--- src/hw/rtl/dsrf_pkg.sv ---
// ----------------------------------------------------------------------------
// dsrf_pkg
// Shared types and constants for the dictionary substring row filter.
// ----------------------------------------------------------------------------
package dsrf_pkg;

  // Defaults for the top-level parameters
  localparam int MAX_NEEDLE_BYTES_DEF   = 16;
  localparam int DICTIONARY_ENTRIES_DEF = 4096;

  // Fixed field widths
  localparam int NEEDLE_W    = 128;  // two 64-bit needle registers
  localparam int NEEDLE_LEN_W = 5;
  localparam int ENTRY_W     = 12;
  localparam int COUNT_W     = 32;
  localparam int CFG_DATA_W  = 64;
  localparam int CFG_INDEX_W = 2;

  // Depth of the request queue between front and back
  localparam int QUEUE_DEPTH = 4;

  // Input action codes
  typedef enum logic [1:0] {
    ACT_BYTE  = 2'd0,
    ACT_EMPTY = 2'd1,
    ACT_ROW   = 2'd2,
    ACT_START = 2'd3
  } action_t;

  // Configuration register indexes
  typedef enum logic [CFG_INDEX_W-1:0] {
    REG_NEEDLE_LOW  = 2'd0,
    REG_NEEDLE_HIGH = 2'd1,
    REG_NEEDLE_LEN  = 2'd2
  } cfg_reg_t;

  // Request kinds carried from front to back
  typedef enum logic [1:0] {
    OP_VERDICT,
    OP_ROW,
    OP_CLEAR
  } op_t;

  // One queued request: verdict flag, mask bit for a row, or a clear
  typedef struct packed {
    op_t                op;
    logic [ENTRY_W-1:0] index;
    logic               flag;
  } req_t;

  // Needle configuration as seen by the front
  typedef struct packed {
    logic [NEEDLE_W-1:0]     needle;
    logic [NEEDLE_LEN_W-1:0] length;
  } needle_cfg_t;

endpackage

--- src/hw/rtl/dsrf_queue.sv ---
// ----------------------------------------------------------------------------
// dsrf_queue
// Small FIFO of requests between the front and the back.
// ----------------------------------------------------------------------------
module dsrf_queue import dsrf_pkg::*; #(
  parameter int DEPTH = QUEUE_DEPTH
) (
  input  logic clk,
  input  logic rst,
  input  logic push,
  input  req_t push_req,
  output logic full,
  input  logic pop,
  output logic q_valid,
  output req_t head
);

  localparam int PW = $clog2(DEPTH);

  req_t          entries [DEPTH];
  logic [PW-1:0] wr_ptr;
  logic [PW-1:0] rd_ptr;
  logic [PW:0]   count;

  assign full    = (count == (PW+1)'(DEPTH));
  assign q_valid = (count != '0);
  assign head    = entries[rd_ptr];

  // Pointers wrap at the depth
  always_ff @(posedge clk) begin
    if (rst) begin
      wr_ptr <= '0;
      rd_ptr <= '0;
      count  <= '0;
    end else begin
      if (push) begin
        entries[wr_ptr] <= push_req;
        wr_ptr <= (wr_ptr == PW'(DEPTH - 1)) ? '0 : wr_ptr + 1'b1;
      end
      if (pop) begin
        rd_ptr <= (rd_ptr == PW'(DEPTH - 1)) ? '0 : rd_ptr + 1'b1;
      end
      case ({push, pop})
        2'b10:   count <= count + 1'b1;
        2'b01:   count <= count - 1'b1;
        default: count <= count;
      endcase
    end
  end

endmodule

--- config.mk ---
export PLATFORM = sky130hd
export DESIGN_NAME = dsrf_queue
export DESIGN_NICKNAME = d
export VERILOG_FILES = /design/src/hw/rtl/dsrf_pkg.sv /design/src/hw/rtl/dsrf_queue.sv
export SDC_FILE = /design/constraint.sdc
export NUM_CORES = 1
export LEC_CHECK = 0
export ABC_AREA = 1
export BUFFER_PORTS_ARGS = -buffer_cell sky130_fd_sc_hd__buf_2
export CAP_MARGIN = 20
export CORE_MARGIN = 5
export CORE_UTILIZATION = 51
export CTS_CLUSTER_DIAMETER = 60
export DETAILED_ROUTE_END_ITERATION = 6
export GPL_ROUTABILITY_DRIVEN = 0
export PLACE_DENSITY = 0.74
export SLEW_MARGIN = 10
export SYNTH_ARGS = -nofsm -noshare
export SYNTH_HDL_FRONTEND = slang
export SYNTH_SLANG_ARGS = --single-unit
--- constraint.sdc ---
create_clock -name clk -period 1.7 [get_ports clk]
set_clock_uncertainty 0.1 [all_clocks]
set_input_delay 0.34 -clock clk [delete_from_list [all_inputs] [get_ports clk]]
set_output_delay 0.34 -clock clk [all_outputs]
set_load 0.02 [all_outputs]
# --- After elaboration in Yosys (flattened, before gate mapping) ---
# Memories as Yosys holds them, arrays and structs flattened. A register that Yosys moved wholly into a read port is not among the register bits.
# Cells that the tools add are included.
totals:
  ramBits: 60
  out_inout_bits: 17
  regBits: 7
  elab_cells: 23
  memories: 1
  input_bits: 19
classes:
  n_eq_ne: 5
  n_mux: 8
  add_sub_neg: 4
  n_reduce_logical: 2
memory_table:
  columns: ["name", "depth", "word_bits", "rd", "rd_clocked_by_memory_dff", "wr", "line", "source"]
  rows:
  - ["entries", 4, 15, 1, 1, 1, "dsrf_queue.sv:20", "req_t entries [DEPTH];"]
ops:
  columns: ["cell", "n"]
  rows:
  - ["2-to-1 mux 2 bit", 4]
  - ["equality test 2 bit, second input constant", 3]
  - ["case mux 3 bit (2 select lines)", 1]
  - ["adder 2 x 1 -> 2 bit, second input constant", 2]
  - ["adder 3 x 1 -> 3 bit, second input constant", 1]
  - ["equality test 3 bit, second input constant", 1]
  - ["2-to-1 mux 1 bit", 3]
  - ["nonzero test 3 bit", 1]
  - ["subtractor 3 x 1 -> 3 bit, second input constant", 1]
  - ["equality test 2 x 1 -> 1 bit, second input constant", 1]
  - ["nonzero test 2 bit", 1]

# --- Depth between registers and ports, before layout ---
logic_depth:
  depth_word: 4
  mapped_depth: 8
  mapped_depth_nobuf: 8

# --- Worst setup path after synthesis ---
# OpenSTA, ideal clock, no wires.
synth_timing:
  path_type: "reg-to-reg"
  start: "register wr_ptr[0]"
  end: "memory entries[2][0] (netlist bit) (enable)"
  n_path_buf: 0
  setup_slack_ps: -24
  arrival_time_ps: 1238
  required_ps: 1213
  path_stages_with_launch: 5
  synth_period_minus_slack_ps: 1724
  setup_time_ps: 387
  cell_sequence: "dfxtp_1 > inv_1 > ha_1 > inv_1 > nor2_1"
synth_lines:
  columns: ["element", "line", "source"]
  rows:
  - ["from (decl)", "dsrf_queue.sv:21", "logic [PW-1:0] wr_ptr;"]
  - ["from (signal assigned)", "dsrf_queue.sv:38", "wr_ptr <= (wr_ptr == PW'(DEPTH - 1)) ? '0 : wr_ptr + 1'b1;"]
  - ["to (decl)", "dsrf_queue.sv:20", null]
# Straight into the memory's write port.

==> flow_metrics.py <==
metrics = {
    "critical_path": {
        "crit_required_ns": 1.26,
        "crit_family": "flip-flops",
        "path_class": "register to output port",
        "worstSetupStartpointType": "register",
        "critPathMaxStageDelay_ns": 0.42,
        "arrival_ns": 1.36,
        "crit_buf_inv": 3,
        "cpMaxStageDelayCell": "dfxtp_4",
        "endpoint_kind": "output port",
        "crit_fanout": 5,
        "path_cells": "inv_8, clkbuf_16, o21ai_4, o22ai_2, buf_6",
    },
    "placement": {
        "port_buffers": 35,
        "hpwl_um": 3410,
    },
    "logic_synthesis": {
        "syn_inst": 208,
        "syn_area_um2": 2820,
        "ys_seq_area_share_pct": 70.4,
        "avgSynthCellArea_um2": 13.5,
        "synthesis.nets": 234,
        "yosys_warnings": 0,
        "yosysUniqueCellTypes": 20,
        "synth.largest_area_cell": "edfxtp_1",
        "synth.top_cell.area_share_pct": 64.0,
        "synth-seq-cells": 69,
        "synth_area_leaders": "edfxtp_1 (64%), dfxtp_1 (6.4%), nor2_1 (6.1%)",
    },
    "drt": {
        "viasPerCell": 5.16,
        "drc": 0,
        "first_iter_violations": 146,
        "antenna_left": 0,
        "vias": 1775,
        "wirelength_um": 5580,
        "first_pass_iters": 4,
        "wl_per_cell_um": 16.2,
    },
    "clock_network": {
        "cts-root-buf": "clkbuf_8",
        "worst_skew_pair.late_latency_ns": 0.33,
        "cts_buffer_depth": 2,
        "cts_tree": "built",
        "numClockSinks": 69,
        "cts_made_buffers": 9,
        "path_clk_slew_ns": 0.07,
        "htreeDepth": 3,
        "holdBufCountCts": 0,
    },
    "sta": {
        "setup_viol": 15,
        "hold_viol": 0,
        "fin_tns_setup_ns": -0.888,
        "fin_ws_ns": -0.0977,
        "rsz0062_at_grt": "true",
        "tightest_slew_ns": 0.245,
        "period_needed_ns": 1.80,
        "fmax_ghz": 0.556,
        "hold_ws_ns": 0.0979,
        "maxSlewHeadroom_pct": 83.7,
        "slew_viol_final": 0,
        "post-route-period-util_pct": 106,
    },
    "power_and_ir_drop": {
        "power_density_nw_per_um2": 1010,
        "leakagePower_nw": 1.36,
        "peakVddDrop_uv": 676,
    },
    "global_routing": {
        "grt_antenna_before_repair": 0,
        "grt.busiest_layer": "met2",
        "met3_usage_pct": 4.51,
        "met2_usage_pct": 26.2,
        "grt_pass1_wl_um": 8710,
        "grt-ovfl-total": 0,
        "grt_pass1_vias": 1821,
        "grt_max_degree": 19,
        "use_met1_pct": 20.1,
        "grt_util_all_layers_pct": 16.0,
    },
    "run": {
        "maxCapViolCount": 0,
    },
    "final_layout": {
        "drive_gt1_share_pct": 39.0,
        "syn2layout_area_growth_pct": 27.7,
        "n_fill_cell": 397,
        "n_antenna_cell": 0,
        "fin_nets": 293,
    },
    "floorplanning": {
        "core_um2": 5440,
        "dieArea_um2": 7110,
        "die_x_um": 84.3,
        "std_cell_rows": 27,
        "initial_core_util_pct": 51.8,
        "boundaryPins": 36,
        "fp.dieH_um": 84.3,
    },
    "run_status": {
        "violations": "negative setup slack",
        "outcome": "complete, but fails checks",
    },
    "min_path": {
        "min_path_type": "input port to register",
    },
}
flip-flops by register name (all words and copies together) (netlist names), named ones only:
signal / count
count: 3
entries: 60
rd_ptr: 2
wr_ptr: 2
final cells by class:
type                       instances  area [um2]  share of cell area, %
sequential                        69        1990                   55.3
multi-input combinational        116         796                   22.1
timing repair buffer              56         499                   13.9
clock buffer                      13         139                   3.86
tap                               72        90.1                   2.51
inverter                          15        68.8                   1.91
clock inverter                     3        12.5                  0.348
stage by stage:
| stage | utilization, % | cell area [um2] | total power, mW | std cells | setup slack [ns] |
|---|---|---|---|---|---|
| final | 66.1 | 3590 | 3.62 | 344 | -0.0977 |
| after global routing | 66.1 | 3590 | 3.77 | 344 | -0.136 |
| after CTS | 62.6 | 3400 | 3.57 | 340 | -0.105 |
| after detailed placement | 58.2 | 3170 | 2.45 | 324 | -0.0246 |
| after global placement | 58.2 | 3170 | 2.44 | 324 | 0.0821 |
| after floorplan | - | 2820 | 2.29 | 208 | -0.0139 |
worst paths after layout:
path         cells after the start  slack, ns       from             end
max                              5       -0.1   register         head[1]
min                              2        0.1        rst        count[0]
max reg2reg                      4       0.30  wr_ptr[0]  entries[3][10]
min reg2reg                      2       0.41   count[2]        count[2]
worst register-to-register path, delay by kind of cell (launching register included):
kind                       cells  cell delay, ns
adders and majority gates      1            0.16
DFF                            1            0.38
and+or+nand+nor                1            0.18
buffers and inverters          2            0.29
where the power goes:
part	leakage [nW]	internal, mW	switching (mW)	total, mW
Sequential	0.621	1.90	0.0399	1.94
Combinational	0.664	0.272	0.335	0.606
Clock	0.0765	0.520	0.548	1.07
Total	1.36	2.69	0.922	3.62
what timing repair did:
item                                    CTS  global route
endpoints found under the setup margin   15            15
cloned                                    0             4
buffers inserted                          0             0
pin swaps                                 0             6
resized for setup                        30            30
cell usage after synthesis:
cell / number
edfxtp_1: 60
nor2_1: 46
o21ai_1: 18
inv_1: 13
o21ai_2: 12
o22ai_2: 10
dfxtp_1: 9
nand2_1: 8
ha_1: 6
o22ai_1: 5
buf_6: 4
o21ai_0: 4
a21oi_1: 3
buf_4: 3
inv_2: 2
buf_2: 1
fa_1: 1
nand4_1: 1
nor3_1: 1
xor2_1: 1
metal layers:
| layer | wire [um] | part of all wire, % |
|---|---|---|
| met2 | 2820 | 51 |
| met1 | 2440 | 44 |
| met5 | 0 | 0 |
| met4 | 60 | 1.1 |
| met3 | 258 | 4.6 |
placed cells by master, fill, tap and decap left out, types with 8 or more instances in the layout:
cell,netlist,routed
buf_6,4,15
nand2_1,8,8
nor2_1,46,39
inv_1,13,13
o21ai_1,18,12
clkbuf_8,0,9
edfxtp_1,60,60
buf_4,3,14
o22ai_2,10,11
o21ai_2,12,12
buf_2,1,21
cell families after synthesis:
kind of cell | count (synthesis) | share of synthesized area [%]
fa+ha+maj | 7 | 3.38
compound gates | 52 | 13.7
simple gates | 56 | 7.60
xor+xnor | 1 | 0.311
buf+inv | 23 | 4.58
flops | 69 | 70.4
(Power assumes the default switching activity.)
