<file path="src/hw/rtl/dsrf_pkg.sv">
// ----------------------------------------------------------------------------
// dsrf_pkg
// Shared types and constants for the dictionary substring row filter.
// ----------------------------------------------------------------------------
package dsrf_pkg;

  // Defaults for the top-level parameters
  localparam int MAX_NEEDLE_BYTES_DEF   = 16;
  localparam int DICTIONARY_ENTRIES_DEF = 4096;

  // Fixed field widths
  localparam int NEEDLE_W    = 128;  // two 64-bit needle registers
  localparam int NEEDLE_LEN_W = 5;
  localparam int ENTRY_W     = 12;
  localparam int COUNT_W     = 32;
  localparam int CFG_DATA_W  = 64;
  localparam int CFG_INDEX_W = 2;

  // Depth of the request queue between front and back
  localparam int QUEUE_DEPTH = 4;

  // Input action codes
  typedef enum logic [1:0] {
    ACT_BYTE  = 2'd0,
    ACT_EMPTY = 2'd1,
    ACT_ROW   = 2'd2,
    ACT_START = 2'd3
  } action_t;

  // Configuration register indexes
  typedef enum logic [CFG_INDEX_W-1:0] {
    REG_NEEDLE_LOW  = 2'd0,
    REG_NEEDLE_HIGH = 2'd1,
    REG_NEEDLE_LEN  = 2'd2
  } cfg_reg_t;

  // Request kinds carried from front to back
  typedef enum logic [1:0] {
    OP_VERDICT,
    OP_ROW,
    OP_CLEAR
  } op_t;

  // One queued request: verdict flag, mask bit for a row, or a clear
  typedef struct packed {
    op_t                op;
    logic [ENTRY_W-1:0] index;
    logic               flag;
  } req_t;

  // Needle configuration as seen by the front
  typedef struct packed {
    logic [NEEDLE_W-1:0]     needle;
    logic [NEEDLE_LEN_W-1:0] length;
  } needle_cfg_t;

endpackage

</file>
<file path="src/hw/rtl/dsrf_back.sv">
// ----------------------------------------------------------------------------
// dsrf_back
// Executes queued requests: keeps the saturating row match count and
// drives the registered result port.
// ----------------------------------------------------------------------------
module dsrf_back import dsrf_pkg::*; (
  input  logic               clk,
  input  logic               rst,
  input  logic               q_valid,
  input  req_t               head,
  output logic               pop,
  output logic               out_valid,
  input  logic               out_ready,
  output logic               result_kind,
  output logic [ENTRY_W-1:0] entry_index,
  output logic               matched,
  output logic [COUNT_W-1:0] match_count
);

  logic [COUNT_W-1:0] total;
  logic [COUNT_W-1:0] total_next;
  logic               can_load;

  assign can_load = !out_valid || out_ready;
  assign pop      = q_valid && ((head.op == OP_CLEAR) || can_load);

  // Saturating count of matching rows
  always_comb begin
    case (head.op)
      OP_ROW:   total_next = (head.flag && (total != '1)) ? total + 1'b1 : total;
      OP_CLEAR: total_next = '0;
      default:  total_next = total;
    endcase
  end

  // Result register
  always_ff @(posedge clk) begin
    if (rst) begin
      out_valid <= 1'b0;
      total     <= '0;
    end else begin
      if (out_valid && out_ready) begin
        out_valid <= 1'b0;
      end
      if (pop) begin
        total <= total_next;
        case (head.op)
          OP_VERDICT: begin
            out_valid   <= 1'b1;
            result_kind <= 1'b0;
            entry_index <= head.index;
            matched     <= head.flag;
            match_count <= '0;
          end
          OP_ROW: begin
            out_valid   <= 1'b1;
            result_kind <= 1'b1;
            entry_index <= head.index;
            matched     <= head.flag;
            match_count <= total_next;
          end
          default: begin
            // clear only touches the count
          end
        endcase
      end
    end
  end

  a_monotonic: assert property (@(posedge clk) disable iff (rst)
    (!(pop && head.op == OP_CLEAR)) |=> (total >= $past(total)))
    else $error("row count dropped without a clear");

  a_saturate: assert property (@(posedge clk) disable iff (rst)
    ((total == '1) && !(pop && head.op == OP_CLEAR)) |=> (total == '1))
    else $error("row count wrapped");

  a_verdict_count: assert property (@(posedge clk) disable iff (rst)
    (out_valid && !result_kind) |-> (match_count == '0))
    else $error("verdict result with nonzero count");

endmodule
</file>
<file path="config.mk">
export PLATFORM = sky130hd
export DESIGN_NAME = dsrf_back
export DESIGN_NICKNAME = d
export VERILOG_FILES = /design/src/hw/rtl/dsrf_pkg.sv /design/src/hw/rtl/dsrf_back.sv
export SDC_FILE = /design/constraint.sdc
export NUM_CORES = 1
export LEC_CHECK = 0
export ABC_AREA = 1
export BUFFER_PORTS_ARGS = -buffer_cell sky130_fd_sc_hd__buf_2
export CAP_MARGIN = 10
export CORE_MARGIN = 5
export CORE_UTILIZATION = 43
export DETAILED_ROUTE_END_ITERATION = 10
export HOLD_SLACK_MARGIN = 0.03
export PLACE_DENSITY = 0.69
export SYNTH_ARGS = -nofsm -noshare
export SYNTH_HDL_FRONTEND = slang
export SYNTH_SLANG_ARGS = --single-unit
export TNS_END_PERCENT = 1
</file>
<file path="constraint.sdc">
create_clock -name clk -period 5.2 [get_ports clk]
set_clock_uncertainty 0.1 [all_clocks]
set_input_delay 1.04 -clock clk [delete_from_list [all_inputs] [get_ports clk]]
set_output_delay 1.04 -clock clk [all_outputs]
set_load 0.02 [all_outputs]
</file>
### After elaboration in Yosys (flattened, before gate mapping)

Index checks and enable logic that the tools add are counted.

* flip-flop bits (word level): 79
* output and inout port bits: 48
* logic and storage cells: 29

* $add $sub $neg: 1
* equal/unequal tests: 3
* muxes and demuxes: 7
* bitwise operators: 1
* reductions and logical operators: 11

Operator list (count)
* 32-bit case mux with 2 select lines: 2
* 32-bit by 1-bit adder with 32-bit output (second input constant): 1
* 32-bit two-way mux: 1
* 32-bit != test (second input constant): 1
* 3-bit AND reduction: 2
* 1-bit logical AND: 3
* 1-bit two-way mux: 3
* 2-bit by 1-bit == test with 1-bit output (second input constant): 1
* 2-bit == test (second input constant): 1
* 2-bit zero test: 1
* 1-bit logical OR: 2
* 1-bit case mux with 2 select lines: 1
* 2-bit nonzero test: 1
* 2-bit OR reduction: 1
* 1-bit zero test: 1
* 1-bit NOT: 1

### Logic depth before layout (Yosys ltp)

* word-level depth: 5
* depth in mapped cells: 13
* depth with buffers taken out: 13

### Worst setup path after synthesis

Ideal clock, no wire load.

* path type: input to register
* start: in head[13] (netlist name)
* end: reg entry_index[0], enable pin
* library setup time: 0.450 ns
* data arrival time: 3.726 ns
* slack: 0.925 ns
* stages: 7
* cells stage by stage: inv_1 ha_1 o21ai_0 inv_1 clkbuf_1 o21ai_0 nor2_1

* cells in the longest elaborated chain, start to end: 4

RTL lines
* start, declared: RTL line dsrf_back.sv:10 `input req_t head,`
* 2-bit == test: RTL line dsrf_back.sv:25 `assign pop = q_valid && ((head.op == OP_CLEAR) || can_load);`
* 1-bit logical OR: RTL line dsrf_back.sv:25
* 1-bit logical AND: RTL line dsrf_back.sv:25
* 3-bit AND reduction (no source line) *
* end signal, assigned: RTL line dsrf_back.sv:51 `entry_index <= head.index;`
* end signal, assigned: RTL line dsrf_back.sv:58 `entry_index <= head.index;`
* end, declared: RTL line dsrf_back.sv:15 `output logic [ENTRY_W-1:0] entry_index,`

Every way passes the cells marked *; elsewhere a longest branch is shown, timed or not.
A chain may end at the register's enable or synchronous reset.

### Worst setup path after layout

* start: in head[13] (netlist name)
* end: out pop

* cells in the longest elaborated chain, start to end: 3

RTL lines
* 2-bit == test: RTL line dsrf_back.sv:25
* 1-bit logical OR: RTL line dsrf_back.sv:25
* 1-bit logical AND: RTL line dsrf_back.sv:25
* end, declared: RTL line dsrf_back.sv:11 `output logic pop,`

Every way passes these cells.

==> results.md <==
- Status: finished, final reports clean
- Synth Flop Type: edfxtp_1
- Worst slew pin tran: 1.02 ns
- CTS tree: built
- Synthesized netlist cell count: 460
- CP peak stage delay: 0.34 ns
- Lkg Pwr: 0.00172 uW
- Post-synthesis simple-gate area fraction: 0.285
- Avg WL per Cell: 14.0 um
- Initial antenna violation count: 0
- Hold-fix buffer count after cts: 0
- Reg clk slew, reported paths: 0.08 ns
- Pre-CTS WS: 1.57 ns
- Most frequent cell after synthesis: nand2_1
- Largest net degree at the start of global routing: 39
- Setup CP Type: in -> out
- DRC viols: 0
- Synth Area per Inst: 8.49 um^2
- First-pass GRT wire length: 15.5 mm
- Gr ovfl total: 0
- Mux cell area share after synthesis: 0
- Worst path slowest cell: buf_4
- Critical path arrival: 2.46 ns
- Ranking of synthesized cells by area: edfxtp_1 35%, dfxtp_1 17%, nand2_1 6.7%
- Setup Fix Bufs, Post-CTS: 0
- Largest family of logic cells by synthesized area: simple AND/OR/NAND/NOR gates
- Fin crit share: 0.693
- WL final: 8.94 mm
- Post-synth top area share: 0.354
- Synth Area in Adders: 0.0128
- Detailed Routing Iterations Pass 1: 5
- Slew Viols, Final: 0
- Syn Nets: 483
- Synth async-reset ratio: 0
- RSZ-0062 raised after global routing: no
- Share of cells above drive strength 1: 0.223
- Die Ht: 105 um
- Worst min path class: reg -> reg
- Worst Setup Slack, final: 1.60 ns
- Post-synthesis compound-gate area fraction: 0.114
- Final hold viol count: 0
- Core Rows: 34
- Total Nets Final: 548
- FF+latch count, synth: 79
- Diodes inserted: 0
- Total Routing Usage GR: 0.167
- Initial Utilization: 0.444
- Cell taking the most area after synthesis: edfxtp_1
- Relative slew slack: 0.321
- Fin area: 4530 um^2
- Synth cell count leaders: 70 x nand2_1, 58 x nor2_1, 47 x inv_1, 47 x nand3_1, 46 x edfxtp_1
- Maximum VDD drop: 0.106 mV
- CP required: 4.06 ns
- Mapped Area: 3910 um^2
- Vias per cell: 5.30
- Sequential share of the synthesized area: 0.523
- Fmax: 278 MHz
- CP Capture Type: output pin
- Number of H-tree levels: 3
- Layout area overhead: 16.0%
- Final TNS setup: 0 ns
- Vias in the first global route: 3,256
- Final-report setup violation count: 0
- Setup crit start kind: input pin
- Top Ports: 67
- Die Wd: 105 um
- Number of synthesized flops with an enable pin: 46
- Worst Path Buf+Inv: 6
- Max-cap viol count: 0
- Hpwl dp: 6.28 mm
- Final min period: 3.60 ns
- Critical-path cell list: buf_2 > inv_1 > ha_1 > o21ai_0 > inv_1 > buf_4 > buf_4 > buf_2
- DR iter-0 viols: 296
- PD cells: 286 nW/um^2
- Total number of vias: 3,380
- Port Buffer Count: 66
- Placed cell areas: 4340 um^2
- Clk sinks: 79
- Clk root buf: clkbuf_8
- Synthesis Warnings: 0
- Core footprint: 8810 um^2
- Crit-path max FO: 38
- Family with the most delay on the worst path: buffers and inverters
- Post-synthesis xor/xnor area fraction: 0.00224
- TritonCTS buffer count: 9
- Die area: 11,100 um^2
- CTS Buffer Depth: 2
- Distinct cells, synth: 30
- Routability-driven placement congestion ratio: 0.865
- Routed Antenna Nets: 0
- CTS-repair resized insts: 0
- Worst-skew pair later-pin latency: 0.35 ns
## worst paths after layout
| check | from | to | slack, ns | cells past startpoint |
|---|---|---|---|---|
| setup / recovery | head[13] | pop | 1.60 | 8 |
| hold / removal | out_valid | out_valid | 0.41 | 2 |
| setup reg to reg | out_valid | match_count[28] | 2.59 | 7 |
| hold reg to reg | out_valid | out_valid | 0.41 | 2 |
## registers in the layout (all words and copies together), names as in the netlist
signal	flops
match_count	32
total	32
entry_index	12
matched	1
out_valid	1
result_kind	1
## worst min-delay path, cell delays in order (launching register included)
cell	delay, ns
dfxtp_1	0.31
nand2_1	0.08
a21oi_1	0.07
## placed cells by master (no fill, tap or decap), drive strengths merged
cell type,synthesis,final
a31o,1,1
nor4,1,1
clkbuf,13,10
or2,3,3
edfxtp,46,46
nand3b,2,2
nand4,10,10
ha,4,4
nand2,79,79
clkinv,0,4
a21oi,40,40
inv,51,51
buf,2,69
nor2,70,70
xor2,1,1
nor3,7,7
o21bai,4,4
o21ai,41,41
dfxtp,33,33
bufinv,0,1
nand3,52,52
clkinvlp,0,1
## per-layer routing
metal | track usage | vias up | wire [um]
li1 | - | 1680 | -
met3 | 0.0410 | 11 | 617
met5 | 0 | - | 0
met4 | 0.0553 | 0 | 128
met2 | 0.269 | 111 | 4200
met1 | 0.221 | 1578 | 4000
## logic make-up after synthesis
| logic type | count (synthesis) |
|---|---|
| and+or+nand+nor | 224 |
| AOI/OAI and AO/OA | 86 |
| buffers and inverters | 66 |
| adders and majority gates | 4 |
| xor gates and xnor gates | 1 |
| DFF | 79 |
## stage by stage
stage                     power, uW  hold slack (ns)   util  std cells
after CTS                      1310            0.408  0.515        638
after floorplan                 822            0.431      -        460
after global routing           1360            0.453  0.515        638
final                          1300            0.407  0.515        638
after detailed placement        869            0.397  0.493        622
after global placement          863            0.379  0.493        622
## report_power, final
group | switching, uW | total (uW) | leakage [uW] | internal, uW
Sequential | 24.5 | 715 | 0.000676 | 690
Combinational | 97.6 | 140 | 0.000950 | 42.6
Clock | 223 | 443 | 0.0000960 | 220
## cell type report
class | instances | area, um^2
Inverter | 51 | 191
Fill cell | 850 | 4270
Clock inverter | 6 | 61.3
Clock buffer | 10 | 128
Tap cell | 108 | 135
Sequential cell | 79 | 2040
Timing Repair Buffer | 69 | 353
Multi-Input combinational cell | 315 | 1620
No activity file was read; power rests on OpenSTA's default activity.
